### src/rtl/tqps_pkg.sv
// Shared types, codes and constants of the two-queue page I/O scheduler.
package tqps_pkg;

  localparam int TAG_W  = 4;
  localparam int TYPE_W = 3;
  localparam int ERR_W  = 2;

  // Request type codes as they arrive on the input channel
  localparam logic [TYPE_W-1:0] REQ_ENQ_PAGEIN  = 3'd0;
  localparam logic [TYPE_W-1:0] REQ_ENQ_PAGEOUT = 3'd1;
  localparam logic [TYPE_W-1:0] REQ_RAISE       = 3'd2;
  localparam logic [TYPE_W-1:0] REQ_DEQ_PAGEOUT = 3'd3;
  localparam logic [TYPE_W-1:0] REQ_IO_DONE     = 3'd4;

  // Error codes of a result
  localparam logic [ERR_W-1:0] ERR_NONE   = 2'd0;
  localparam logic [ERR_W-1:0] ERR_QUEUED = 2'd1;
  localparam logic [ERR_W-1:0] ERR_IDLE   = 2'd2;

  // Command queue between front and back
  localparam int CMD_DEPTH = 2;
  localparam int CMD_PW    = 1;

  typedef struct packed {
    logic [TYPE_W-1:0] req_type;
    logic [TAG_W-1:0]  req_tag;
  } req_t;

  typedef struct packed {
    logic             start_valid;
    logic [TAG_W-1:0] start_tag;
    logic             start_is_write;
    logic             done_valid;
    logic [TAG_W-1:0] done_tag;
    logic             done_was_write;
    logic             dequeued;
    logic [ERR_W-1:0] error_code;
  } rsp_t;

  // Classified operation handed to the back end
  typedef enum logic [2:0] {
    OP_NOP,
    OP_ENQ_IN,
    OP_ENQ_OUT,
    OP_RAISE,
    OP_DEQ,
    OP_DONE
  } op_t;

  typedef struct packed {
    op_t              op;
    logic [TAG_W-1:0] tag;
  } cmd_t;

  // Back-end sequencer states
  typedef enum logic [3:0] {
    ST_IDLE,
    ST_ENQ_LINK,
    ST_START,
    ST_HEAD,
    ST_WALK,
    ST_SPLICE,
    ST_RAISE_FRONT,
    ST_DEQ_HEAD,
    ST_OUT
  } st_t;

endpackage

### src/rtl/two_queue_page_io_scheduler.sv
// Top level: strict-priority page-in/page-out scheduler with one transfer in flight.
// Raise and dequeue walk the page-out list one link per cycle through the link memory
// read port. The back sequencer takes a new request only after the result of the last
// one has been taken; the front queue holds two more. Synchronous active-high reset
// empties both queues, clears membership flags and the in-flight transfer; the link
// memory is not cleared.
module two_queue_page_io_scheduler
  import tqps_pkg::*;
#(
  parameter int NUM_TAGS = 16
) (
  input  logic clk,
  input  logic rst,
  input  logic req_valid,
  output logic req_ready,
  input  req_t req,
  output logic rsp_valid,
  input  logic rsp_ready,
  output rsp_t rsp
);

  logic cmd_valid;
  logic cmd_ready;
  cmd_t cmd;

  tqps_front #(
    .NUM_TAGS (NUM_TAGS)
  ) u_front (
    .clk       (clk),
    .rst       (rst),
    .req_valid (req_valid),
    .req_ready (req_ready),
    .req       (req),
    .cmd_valid (cmd_valid),
    .cmd_ready (cmd_ready),
    .cmd       (cmd)
  );

  tqps_back #(
    .NUM_TAGS (NUM_TAGS)
  ) u_back (
    .clk       (clk),
    .rst       (rst),
    .cmd_valid (cmd_valid),
    .cmd_ready (cmd_ready),
    .cmd       (cmd),
    .rsp_valid (rsp_valid),
    .rsp_ready (rsp_ready),
    .rsp       (rsp)
  );

endmodule

### src/rtl/tqps_front.sv
// Front end: accepts requests, classifies them and buffers them in a short command queue.
module tqps_front
  import tqps_pkg::*;
#(
  parameter int NUM_TAGS = 16
) (
  input  logic clk,
  input  logic rst,
  input  logic req_valid,
  output logic req_ready,
  input  req_t req,
  output logic cmd_valid,
  input  logic cmd_ready,
  output cmd_t cmd
);

  cmd_t              cls;
  logic              tag_ok;
  logic              push;
  logic              pop;
  cmd_t              cmd_q [CMD_DEPTH];
  logic [CMD_PW-1:0] wr_ptr;
  logic [CMD_PW-1:0] rd_ptr;
  logic [CMD_PW:0]   fill;

  // Classify: unknown types and out-of-range tags become no-ops; I/O done keeps its op whatever its tag
  assign tag_ok = int'(req.req_tag) < NUM_TAGS;

  always_comb begin
    cls.tag = req.req_tag;
    unique case (req.req_type)
      REQ_ENQ_PAGEIN:  cls.op = OP_ENQ_IN;
      REQ_ENQ_PAGEOUT: cls.op = OP_ENQ_OUT;
      REQ_RAISE:       cls.op = OP_RAISE;
      REQ_DEQ_PAGEOUT: cls.op = OP_DEQ;
      REQ_IO_DONE:     cls.op = OP_DONE;
      default:         cls.op = OP_NOP;
    endcase
    if (cls.op != OP_DONE && !tag_ok) begin
      cls.op = OP_NOP;
    end
  end

  assign req_ready = fill != (CMD_PW+1)'(CMD_DEPTH);
  assign cmd_valid = fill != '0;
  assign cmd       = cmd_q[rd_ptr];
  assign push      = req_valid && req_ready;
  assign pop       = cmd_valid && cmd_ready;

  // Advance queue pointers and fill level
  always_ff @(posedge clk) begin
    if (rst) begin
      wr_ptr <= '0;
      rd_ptr <= '0;
      fill   <= '0;
    end else begin
      if (push) begin
        wr_ptr <= wr_ptr + CMD_PW'(1);
      end
      if (pop) begin
        rd_ptr <= rd_ptr + CMD_PW'(1);
      end
      if (push && !pop) begin
        fill <= fill + (CMD_PW+1)'(1);
      end else if (pop && !push) begin
        fill <= fill - (CMD_PW+1)'(1);
      end
    end
  end

  // Store classified request
  always_ff @(posedge clk) begin
    if (push) begin
      cmd_q[wr_ptr] <= cls;
    end
  end

endmodule

### src/rtl/tqps_back.sv
// Back end: sequencer over the linked queues, link memory and result register.
module tqps_back
  import tqps_pkg::*;
#(
  parameter int NUM_TAGS = 16
) (
  input  logic clk,
  input  logic rst,
  input  logic cmd_valid,
  output logic cmd_ready,
  input  cmd_t cmd,
  output logic rsp_valid,
  input  logic rsp_ready,
  output rsp_t rsp
);

  localparam int IW    = $clog2(NUM_TAGS);
  localparam int CNT_W = $clog2(NUM_TAGS + 1);

  st_t                state, state_next;
  op_t                op, op_next;
  logic [TAG_W-1:0]   tag, tag_next;
  logic [TAG_W-1:0]   rhead, rhead_next, rtail, rtail_next;
  logic [TAG_W-1:0]   whead, whead_next, wtail, wtail_next;
  logic [CNT_W-1:0]   rcount, rcount_next, wcount, wcount_next;
  logic               busy, busy_next, busy_wr, busy_wr_next;
  logic [TAG_W-1:0]   cur_tag, cur_tag_next;
  logic [TAG_W-1:0]   walk_cur, walk_cur_next;
  logic [CNT_W-1:0]   walk_pos, walk_pos_next;
  logic [TAG_W-1:0]   pred, pred_next;
  logic               take_wr, take_wr_next;
  logic [NUM_TAGS-1:0] pin, pin_next, pout, pout_next;
  rsp_t               res, res_next;

  logic [TAG_W-1:0]   link_mem [NUM_TAGS];
  logic [TAG_W-1:0]   link_rd;
  logic               mem_we;
  logic [IW-1:0]      mem_waddr;
  logic [TAG_W-1:0]   mem_wdata;
  logic [IW-1:0]      mem_raddr;
  logic [IW-1:0]      cix;

  assign cix = IW'(cmd.tag);
  assign rsp = res;

  // Link memory, one write and one registered read per cycle
  always_ff @(posedge clk) begin
    if (mem_we) begin
      link_mem[mem_waddr] <= mem_wdata;
    end
    link_rd <= link_mem[mem_raddr];
  end

  // State and control registers
  always_ff @(posedge clk) begin
    if (rst) begin
      state   <= ST_IDLE;
      rhead   <= '0;
      rtail   <= '0;
      rcount  <= '0;
      whead   <= '0;
      wtail   <= '0;
      wcount  <= '0;
      busy    <= 1'b0;
      busy_wr <= 1'b0;
      cur_tag <= '0;
      pin     <= '0;
      pout    <= '0;
    end else begin
      state   <= state_next;
      rhead   <= rhead_next;
      rtail   <= rtail_next;
      rcount  <= rcount_next;
      whead   <= whead_next;
      wtail   <= wtail_next;
      wcount  <= wcount_next;
      busy    <= busy_next;
      busy_wr <= busy_wr_next;
      cur_tag <= cur_tag_next;
      pin     <= pin_next;
      pout    <= pout_next;
    end
  end

  // Working registers of the request in progress
  always_ff @(posedge clk) begin
    op       <= op_next;
    tag      <= tag_next;
    walk_cur <= walk_cur_next;
    walk_pos <= walk_pos_next;
    pred     <= pred_next;
    take_wr  <= take_wr_next;
    res      <= res_next;
  end

  // Next state, queue updates and memory control
  always_comb begin
    state_next    = state;
    op_next       = op;
    tag_next      = tag;
    rhead_next    = rhead;
    rtail_next    = rtail;
    rcount_next   = rcount;
    whead_next    = whead;
    wtail_next    = wtail;
    wcount_next   = wcount;
    busy_next     = busy;
    busy_wr_next  = busy_wr;
    cur_tag_next  = cur_tag;
    walk_cur_next = walk_cur;
    walk_pos_next = walk_pos;
    pred_next     = pred;
    take_wr_next  = take_wr;
    pin_next      = pin;
    pout_next     = pout;
    res_next      = res;
    mem_we        = 1'b0;
    mem_waddr     = '0;
    mem_wdata     = '0;
    mem_raddr     = '0;
    cmd_ready     = 1'b0;
    rsp_valid     = 1'b0;

    unique case (state)
      ST_IDLE: begin
        if (cmd_valid) begin
          cmd_ready  = 1'b1;
          op_next    = cmd.op;
          tag_next   = cmd.tag;
          res_next   = '0;
          state_next = ST_OUT;
          unique case (cmd.op)
            OP_DONE: begin
              if (!busy) begin
                res_next.error_code = ERR_IDLE;
              end else begin
                res_next.done_valid     = 1'b1;
                res_next.done_tag       = cur_tag;
                res_next.done_was_write = busy_wr;
                if (busy_wr) begin
                  pout_next[IW'(cur_tag)] = 1'b0;
                end else begin
                  pin_next[IW'(cur_tag)] = 1'b0;
                end
                busy_next  = 1'b0;
                state_next = ST_START;
              end
            end
            OP_ENQ_IN, OP_ENQ_OUT: begin
              if (pin[cix] || pout[cix]) begin
                res_next.error_code = ERR_QUEUED;
              end else begin
                // clear the new entry's link, then append
                mem_we     = 1'b1;
                mem_waddr  = cix;
                mem_wdata  = '0;
                state_next = ST_START;
                if (cmd.op == OP_ENQ_IN) begin
                  pin_next[cix] = 1'b1;
                  rcount_next   = rcount + CNT_W'(1);
                  if (rcount == '0) begin
                    rhead_next = cmd.tag;
                    rtail_next = cmd.tag;
                  end else begin
                    state_next = ST_ENQ_LINK;
                  end
                end else begin
                  pout_next[cix] = 1'b1;
                  wcount_next    = wcount + CNT_W'(1);
                  if (wcount == '0) begin
                    whead_next = cmd.tag;
                    wtail_next = cmd.tag;
                  end else begin
                    state_next = ST_ENQ_LINK;
                  end
                end
              end
            end
            OP_RAISE: begin
              if (wcount > CNT_W'(1) && whead != cmd.tag) begin
                mem_raddr     = IW'(whead);
                walk_cur_next = whead;
                walk_pos_next = CNT_W'(1);
                state_next    = ST_WALK;
              end
            end
            OP_DEQ: begin
              if (wcount != '0 && whead == cmd.tag) begin
                mem_raddr  = cix;
                state_next = ST_DEQ_HEAD;
              end else if (wcount > CNT_W'(1)) begin
                mem_raddr     = IW'(whead);
                walk_cur_next = whead;
                walk_pos_next = CNT_W'(1);
                state_next    = ST_WALK;
              end
            end
            default: begin
              state_next = ST_OUT;
            end
          endcase
        end
      end

      ST_ENQ_LINK: begin
        // link the old tail to the new entry
        mem_we    = 1'b1;
        mem_wdata = tag;
        if (op == OP_ENQ_IN) begin
          mem_waddr  = IW'(rtail);
          rtail_next = tag;
        end else begin
          mem_waddr  = IW'(wtail);
          wtail_next = tag;
        end
        state_next = ST_START;
      end

      ST_START: begin
        // start a transfer if the device is free, page-in first
        state_next = ST_OUT;
        if (!busy) begin
          if (rcount != '0) begin
            cur_tag_next  = rhead;
            busy_next     = 1'b1;
            busy_wr_next  = 1'b0;
            rcount_next   = rcount - CNT_W'(1);
            mem_raddr     = IW'(rhead);
            take_wr_next  = 1'b0;
            res_next.start_valid    = 1'b1;
            res_next.start_tag      = rhead;
            res_next.start_is_write = 1'b0;
            state_next    = ST_HEAD;
          end else if (wcount != '0) begin
            cur_tag_next  = whead;
            busy_next     = 1'b1;
            busy_wr_next  = 1'b1;
            wcount_next   = wcount - CNT_W'(1);
            mem_raddr     = IW'(whead);
            take_wr_next  = 1'b1;
            res_next.start_valid    = 1'b1;
            res_next.start_tag      = whead;
            res_next.start_is_write = 1'b1;
            state_next    = ST_HEAD;
          end
        end
      end

      ST_HEAD: begin
        // advance the head past the started entry
        if (take_wr) begin
          whead_next = link_rd;
        end else begin
          rhead_next = link_rd;
        end
        state_next = ST_OUT;
      end

      ST_WALK: begin
        // follow one link per cycle looking for the predecessor
        if (link_rd == tag) begin
          pred_next  = walk_cur;
          mem_raddr  = IW'(tag);
          state_next = ST_SPLICE;
        end else if (walk_pos < wcount - CNT_W'(1)) begin
          walk_cur_next = link_rd;
          walk_pos_next = walk_pos + CNT_W'(1);
          mem_raddr     = IW'(link_rd);
        end else begin
          state_next = ST_OUT;
        end
      end

      ST_SPLICE: begin
        // unlink the entry from behind its predecessor
        mem_we    = 1'b1;
        mem_waddr = IW'(pred);
        mem_wdata = link_rd;
        if (wtail == tag) begin
          wtail_next = pred;
        end
        if (op == OP_RAISE) begin
          state_next = ST_RAISE_FRONT;
        end else begin
          wcount_next             = wcount - CNT_W'(1);
          pout_next[IW'(tag)]     = 1'b0;
          res_next.dequeued       = 1'b1;
          state_next              = ST_OUT;
        end
      end

      ST_RAISE_FRONT: begin
        mem_we     = 1'b1;
        mem_waddr  = IW'(tag);
        mem_wdata  = whead;
        whead_next = tag;
        state_next = ST_OUT;
      end

      ST_DEQ_HEAD: begin
        whead_next          = link_rd;
        wcount_next         = wcount - CNT_W'(1);
        pout_next[IW'(tag)] = 1'b0;
        res_next.dequeued   = 1'b1;
        state_next          = ST_OUT;
      end

      ST_OUT: begin
        // hold the result until taken
        rsp_valid = 1'b1;
        if (rsp_ready) begin
          state_next = ST_IDLE;
        end
      end

      default: begin
        state_next = ST_IDLE;
      end
    endcase
  end

endmodule

### config.mk
export PLATFORM = sky130hd
export DESIGN_NAME = two_queue_page_io_scheduler
export DESIGN_NICKNAME = d
export VERILOG_FILES = /design/src/rtl/tqps_pkg.sv /design/src/rtl/two_queue_page_io_scheduler.sv /design/src/rtl/tqps_front.sv /design/src/rtl/tqps_back.sv
export SDC_FILE = /design/constraint.sdc
export NUM_CORES = 1
export LEC_CHECK = 0
export BUFFER_PORTS_ARGS = -buffer_cell sky130_fd_sc_hd__buf_2
export CORE_UTILIZATION = 40
export DETAILED_ROUTE_END_ITERATION = 10
export PLACE_DENSITY_LB_ADDON = 0.05
export RECOVER_POWER = 50
export SYNTH_ARGS = -nofsm -noshare
export SYNTH_HDL_FRONTEND = slang
export SYNTH_SLANG_ARGS = --single-unit
### constraint.sdc
create_clock -name clk -period 4.95 [get_ports clk]
set_input_delay 1.2375 -clock clk [delete_from_list [all_inputs] [get_ports clk]]
set_output_delay 1.2375 -clock clk [all_outputs]
set_load 0.005 [all_outputs]
==> flow_metrics.env, run 1 <==
export IMPL_vias=7648
export IMPL_synthesis_area_per_instance_um2=9.986
export IMPL_grt_use_total_pct=22.91
export IMPL_cts_setup_buffers=0
export IMPL_synth_async_sr_flop_share_pct=0
export IMPL_slew_headroom_pct=-54.48
export IMPL_clock_power_share_pct=26.2
export IMPL_yosysWarnings=0
export IMPL_netlist_instances=994
export IMPL_violations="capacitance limit, slew limit"
export IMPL_drc=0
export IMPL_final_cell_mix="edfxtp_1, nand2_1, nor2_1, dfxtp_1, a21oi_1"
export IMPL_dp_cells=1306
export IMPL_grt_pass1_vias=7376
export IMPL_drv_cap=1
export IMPL_seqPwrFrac_pct=42.0
export IMPL_final_common_cell="edfxtp_1"
export IMPL_worstPathRequired_ns=5.03
export IMPL_drv_slew=45
export IMPL_rows=57
export IMPL_utilization_pct=44.59
export IMPL_combPwrFrac_pct=31.8
export IMPL_layout_nets=1026
export IMPL_areaGrowthSynthToFinish_pct=9.253
export IMPL_synth_area_um2=9926
export IMPL_post_drt_via_cell_ratio=5.716
export IMPL_max_clock_path_buffers=2
export IMPL_r2r_end="u_back.link_mem[14][3]"
export IMPL_place_ws_ns=0.8462
export IMPL_yosysSeqAreaShare_pct=50.02
export IMPL_ys_ff_latch=191
export IMPL_port_buffers=27
export IMPL_p_leak_nw=3.836
export IMPL_insertion_delay_ns=0.44
export IMPL_numCtsBuffers=17
export IMPL_crit_arrival_ns=4.35
export IMPL_multi_input_area_um2=4546
export IMPL_switchingPower_w=0.001960
export IMPL_dr_pass1_iters=5
export IMPL_power_density_nw_per_um2=473.4
export IMPL_status="complete, but fails checks"
export IMPL_cp_slowest_cell="dfxtp_1"
export IMPL_n_antenna_cell=0
export IMPL_min_period_over_period_pct=86.25
export IMPL_fp_dieW_um=159.5
export IMPL_cts_root_buffer="clkbuf_16"
export IMPL_grt_pass1_wl_mm=44.39
export IMPL_num_fill_cells=2407
export IMPL_boundaryPins=28
export IMPL_layout_cells_non_filler=1338
export IMPL_yosys_most_used_dff="edfxtp_1"
export IMPL_dp_hpwl_mm=20.21
export IMPL_layout_min_cycle_time_ns=4.270
export IMPL_r2r_cells=10
export IMPL_regToRegSetupSlack_ns=0.68
export IMPL_worstMarginPinSlew_ns=2.317
export IMPL_cts_resized=0
export IMPL_path_max_fanout=11
export IMPL_hp_start="u_back.walk_cur[0]"
export IMPL_peakVddDrop_v=0.0002132
export IMPL_min_path_cells=0
export IMPL_grt_setup_unrepaired="false"
export IMPL_cts_max_level=4
export IMPL_critPathMaxStageDelay_ns=0.71
export IMPL_hold_end="u_back.pred[0]"
export IMPL_end_kind="flip-flop"
export IMPL_cts_sinks=191
export IMPL_avgRoutedWirePerCell_um=21.16
export IMPL_min_path_type="flip-flop to flip-flop"
export IMPL_synth_distinct_cells=79
export IMPL_dieHeight_um=159.5
export IMPL_core_um2=24320
export IMPL_skew_ns=0.01205
export IMPL_p_int_w=0.003174
export IMPL_ff_latch_area_um2=4965
export IMPL_crit_type="flip-flop to flip-flop"
export IMPL_die_area_um2=25450
export IMPL_drt_wl_total_mm=28.31
export IMPL_overflow=0
export IMPL_fmax_ghz=0.2342
export IMPL_antenna_left=0
export IMPL_synth_nets=1019
export IMPL_finalPower_w=0.005134
export IMPL_drtIter0Drc=654
export IMPL_finalWeightedCongestion=0.9133
export IMPL_switching_share_pct=38.17
export IMPL_start_util_pct=40.81
export IMPL_grt_max_degree=45
export IMPL_fin_ws_ns=0.6805
export IMPL_startpoint_type="flip-flop"
export IMPL_setup_viol=0
export IMPL_synth_edf_count=114
export IMPL_antenna_found_initial=0
export IMPL_drive_gt1_share_pct=8.777
export IMPL_setup_tns_ns=0
export IMPL_ctsHoldBuffers=0
export IMPL_clk_pin_slew_ns=0.08
export IMPL_cts_tree="yes"
export IMPL_hold_viol=0
export IMPL_crit_chain="mux2i_1 -> clkbuf_1 -> inv_2 -> o311ai_1 -> a32oi_1 -> nand2_1 -> nand3_1 -> o211a_1 -> nand2b_1 -> nor3_1"
==> worst max path at each step <==
stage / start / end / slack, ns / depth (start not counted)
2_1_floorplan: u_back.wcount[0] / u_back.link_rd[0] / 1.78 / 11
3_3_place_gp: flip-flop / u_back.link_mem[14][0] / 0.96 / 9
3_5_place_dp: flip-flop / u_back.link_mem[14][0] / 0.85 / 10
4_1_cts: flip-flop / u_back.link_mem[14][0] / 0.83 / 10
5_1_grt: flip-flop / u_back.link_mem[14][3] / 0.31 / 10
6_report: flip-flop / u_back.link_mem[14][3] / 0.68 / 10
==> Yosys cell counts, drive strengths merged (2+ instances only) <==
master | count | area share [%]
a2111oi | 2 | 0.24
a211oi | 16 | 1.5
a21o | 7 | 0.53
a21oi | 67 | 3.4
a221o | 4 | 0.40
a222oi | 4 | 0.40
a22oi | 23 | 1.7
a2bb2oi | 2 | 0.18
a31oi | 13 | 0.82
a32o | 8 | 0.81
a32oi | 3 | 0.26
and2 | 13 | 0.82
and3 | 6 | 0.38
buf | 22 | 1.5
clkbuf | 40 | 1.5
dfxtp | 77 | 16
edfxtp | 114 | 34
ha | 13 | 1.6
inv | 25 | 0.95
mux2 | 7 | 0.79
mux2i | 57 | 6.2
nand2 | 109 | 4.1
nand2b | 10 | 0.63
nand3 | 18 | 0.91
nand3b | 3 | 0.23
nand4 | 2 | 0.13
nor2 | 100 | 3.8
nor2b | 20 | 1.3
nor3 | 32 | 1.7
nor4 | 9 | 0.93
o211a | 5 | 0.50
o211ai | 18 | 1.4
o21a | 3 | 0.23
o21ai | 58 | 2.9
o21bai | 2 | 0.15
o22ai | 5 | 0.32
o311ai | 4 | 0.35
o31ai | 5 | 0.38
or2 | 4 | 0.25
or3 | 13 | 0.82
or4 | 3 | 0.23
or4b | 2 | 0.20
xnor2 | 15 | 1.4
xor2 | 14 | 1.2
==> power groups by stage <==
stage          registers (W)  logic (W)  clock network, W
4_1_cts              0.00216    0.00165           0.00138
5_1_grt              0.00218    0.00179           0.00144
3_5_place_dp         0.00219    0.00164                 0
3_3_place_gp         0.00219    0.00165                 0
2_1_floorplan        0.00208    0.00118                 0
6_report             0.00215    0.00163           0.00135
==> cells by family (layout without fill, tap and decap cells) <==
| family | Yosys count | in the layout | synth area share [%] |
|---|---|---|---|
| buffers and inverters | 88 | 108 | 4.034 |
| and+or+nand+nor | 347 | 347 | 16.65 |
| xor gates and xnor gates | 29 | 29 | 2.635 |
| DFF | 191 | 191 | 50.02 |
| muxes | 64 | 64 | 6.958 |
| adders and majority gates | 14 | 14 | 1.840 |
| AOI/OAI and AO/OA | 261 | 261 | 17.86 |
==> critical path: cells and delay by family, from the launching register on <==
kind / cells / cell delay, ns
DFF: 1 / 0.71
and+or+nand+nor: 4 / 1.41
muxes: 1 / 0.25
AOI/OAI and AO/OA: 3 / 0.65
buffers and inverters: 2 / 0.88
==> flip-flops by register name, indices dropped and copies added (netlist names), 5 cells and up, named ones only <==
name             flops
u_back.link_mem     64
u_back.pin          16
u_back.pout         16
u_back.rcount        5
u_back.rsp          15
u_back.walk_pos      5
u_back.wcount        5
u_front.cmd_q       14
==> layout make-up <==
cell class / instances / area share, %
clock inverter: 14 / 1.211
inverter: 26 / 0.9000
multi-input combinational: 715 / 41.92
sequential: 191 / 45.78
clock buffer: 18 / 3.958
tap: 324 / 3.738
timing repair buffer: 50 / 2.492
==> metrics by stage <==
step / hold WS [ns] / area, um^2
global placement: 0.4029 / 10360
detailed placement: 0.4188 / 10360
floorplan: 0.4003 / 9926
global route: 0.4277 / 10840
CTS: 0.4254 / 10920
finish: 0.4228 / 10840
==> per-layer routing <==
metal,vias to the layer above,global-route usage (%),wire (um)
li1,3679,-,-
met1,3719,32.29,13450
met2,218,36.74,13230
met3,32,2.996,1133
met4,0,6.556,501
met5,-,0,0
Note: power is estimated with default switching activity, not from simulation.
==> run 2, diff against run 1 <==
CORE_UTILIZATION = 45   (was 40)
==> run 2 against run 1 <==
Net effect:
- wire length fell by 3.1%
- worst setup slack better by 0.14 ns
- critical path depth stayed put
- the run still ends with capacitance limit, slew limit left
- critical path type unchanged
- critical endpoint is now u_back.link_mem[15][0]
- first-iteration DRC count rose by 11%
==> flow_metrics.env, run 2 (synthesis gave the netlist of run 1 again) <==
export IMPL_grt_max_degree=46
export IMPL_drt_wl_total_mm=27.44
export IMPL_core_um2=21350
export IMPL_slew_headroom_pct=-62.40
export IMPL_max_clock_path_buffers=2
export IMPL_seqPwrFrac_pct=41.5
export IMPL_vias=7680
export IMPL_cts_root_buffer="clkbuf_16"
export IMPL_dp_cells=1258
export IMPL_cts_resized=0
export IMPL_rows=53
export IMPL_num_fill_cells=2011
export IMPL_dp_hpwl_mm=19.05
export IMPL_finalWeightedCongestion=0.8918
export IMPL_areaGrowthSynthToFinish_pct=8.572
export IMPL_fp_dieW_um=150.5
export IMPL_switching_share_pct=38.78
export IMPL_layout_nets=1027
export IMPL_p_int_w=0.003146
export IMPL_ctsHoldBuffers=0
export IMPL_antenna_found_initial=0
export IMPL_finalInstanceArea_um2=10780
export IMPL_final_common_cell="edfxtp_1"
export IMPL_fmax_ghz=0.2424
export IMPL_violations="capacitance limit, slew limit"
export IMPL_top_regs="u_back.link_mem: 64 flops, u_back.pin: 16 flops, u_back.pout: 16 flops"
export IMPL_hold_viol=0
export IMPL_overflow=0
export IMPL_drv_slew=46
export IMPL_final_cell_mix="edfxtp_1, nand2_1, nor2_1, dfxtp_1, a21oi_1"
export IMPL_layout_min_cycle_time_ns=4.125
export IMPL_dpl_instance_area_um2=10310
export IMPL_post_drt_via_cell_ratio=5.953
export IMPL_layout_cells_non_filler=1290
export IMPL_drv_cap=1
export IMPL_grt_setup_unrepaired="false"
export IMPL_drc=0
export IMPL_boundaryPins=28
export IMPL_crit_type="flip-flop to flip-flop"
export IMPL_peakVddDrop_v=0.0002487
export IMPL_cts_sinks=191
export IMPL_regMostFlops="u_back.link_mem"
export IMPL_setup_viol=0
export IMPL_drive_gt1_share_pct=8.670
export IMPL_grt_pass1_wl_mm=42.88
export IMPL_die_area_um2=22650
export IMPL_cts_max_level=4
export IMPL_min_period_over_period_pct=83.34
export IMPL_antenna_left=0
export IMPL_worstPathRequired_ns=5.03
export IMPL_grt_pass1_vias=7414
export IMPL_skew_ns=0.01793
export IMPL_power_density_nw_per_um2=476.9
export IMPL_drtIter0Drc=723
export IMPL_setup_tns_ns=0
export IMPL_min_path_type="flip-flop to flip-flop"
export IMPL_clock_power_share_pct=26.3
export IMPL_largest_register_ffs=64
export IMPL_cts_setup_buffers=0
export IMPL_path_max_fanout=11
export IMPL_avgRoutedWirePerCell_um=21.27
export IMPL_p_leak_nw=3.837
export IMPL_n_antenna_cell=0
export IMPL_port_buffers=27
export IMPL_switchingPower_w=0.001993
export IMPL_startpoint_type="flip-flop"
export IMPL_combPwrFrac_pct=32.1
export IMPL_status="complete, but fails checks"
export IMPL_end_kind="flip-flop"
export IMPL_crit_arrival_ns=4.20
export IMPL_start_util_pct=46.48
export IMPL_dieHeight_um=150.5
export IMPL_dr_pass1_iters=5
export IMPL_grt_use_total_pct=25.31
export IMPL_worstMarginPinSlew_ns=2.436
export IMPL_numCtsBuffers=17
export IMPL_utilization_pct=50.47
export IMPL_clk_pin_slew_ns=0.07
export IMPL_insertion_delay_ns=0.44
export IMPL_cts_tree="yes"
## run 2: cell types whose count changed in the layout (fill, tap and decap cells not counted), sizes merged
cell and delta:
inv +4, clkbuf +3, clkinv -3, buf -2
bufinv -1
## run 2: cell type report
type / instances / area (um^2) / area share, %
flip-flops and latches: 191 / 4965 / 46.07
multi-input cells: 715 / 4521 / 41.95
clock buffers: 18 / 429.2 / 3.982
well taps: 275 / 344.1 / 3.193
repair buffers: 51 / 280.3 / 2.601
clock inverters: 14 / 140.1 / 1.300
inverters: 26 / 97.59 / 0.9056
## run 2: power groups by stage
stage	clock, W	combinational, W	sequential (W)
floorplan	0	0.00118	0.00208
global placement	0	0.00165	0.00218
detailed placement	0	0.00165	0.00217
CTS	0.00137	0.00166	0.00214
global route	0.00143	0.00180	0.00216
finish	0.00135	0.00165	0.00213
## run 2: routing by layer
metal	part of all wire (%)	vias to the layer above	global-route usage [%]
met2	45	233	40.02
li1	-	3687	-
met5	0	-	0
met4	1.5	0	6.566
met3	5.3	30	3.818
met1	48	3730	36.08
## run 2: critical path, stage by stage (launching register included)
cell and delay [ns]:
dfxtp_1 0.62, mux2i_1 0.65, buf_4 0.33, inv_2 0.15
nor2_1 0.13, a32oi_1 0.18, nand2_1 0.32, nand3_1 0.29
o211a_1 0.32, or2_2 0.35, nor3_1 0.43
## run 2: worst paths after layout
path,start,to,slack (ns),cells past startpoint
hold / removal,u_back.walk_cur[2],u_back.pred[2],0.42,0
hold reg to reg,u_back.walk_cur[2],u_back.pred[2],0.42,0
setup / recovery,flip-flop,u_back.link_mem[15][0],0.82,10
setup reg to reg,flip-flop,u_back.link_mem[15][0],0.82,10
## run 2: metrics by stage
| stage | hold slack (ns) | setup WS [ns] | total power, W |
|---|---|---|---|
| 2_1_floorplan | 0.4003 | 1.775 | 0.003258 |
| 4_1_cts | 0.4213 | 0.9824 | 0.005170 |
| 3_5_place_dp | 0.4045 | 0.9988 | 0.003825 |
| 6_report | 0.4216 | 0.8245 | 0.005139 |
| 3_3_place_gp | 0.4037 | 1.026 | 0.003829 |
| 5_1_grt | 0.4306 | 0.5028 | 0.005386 |
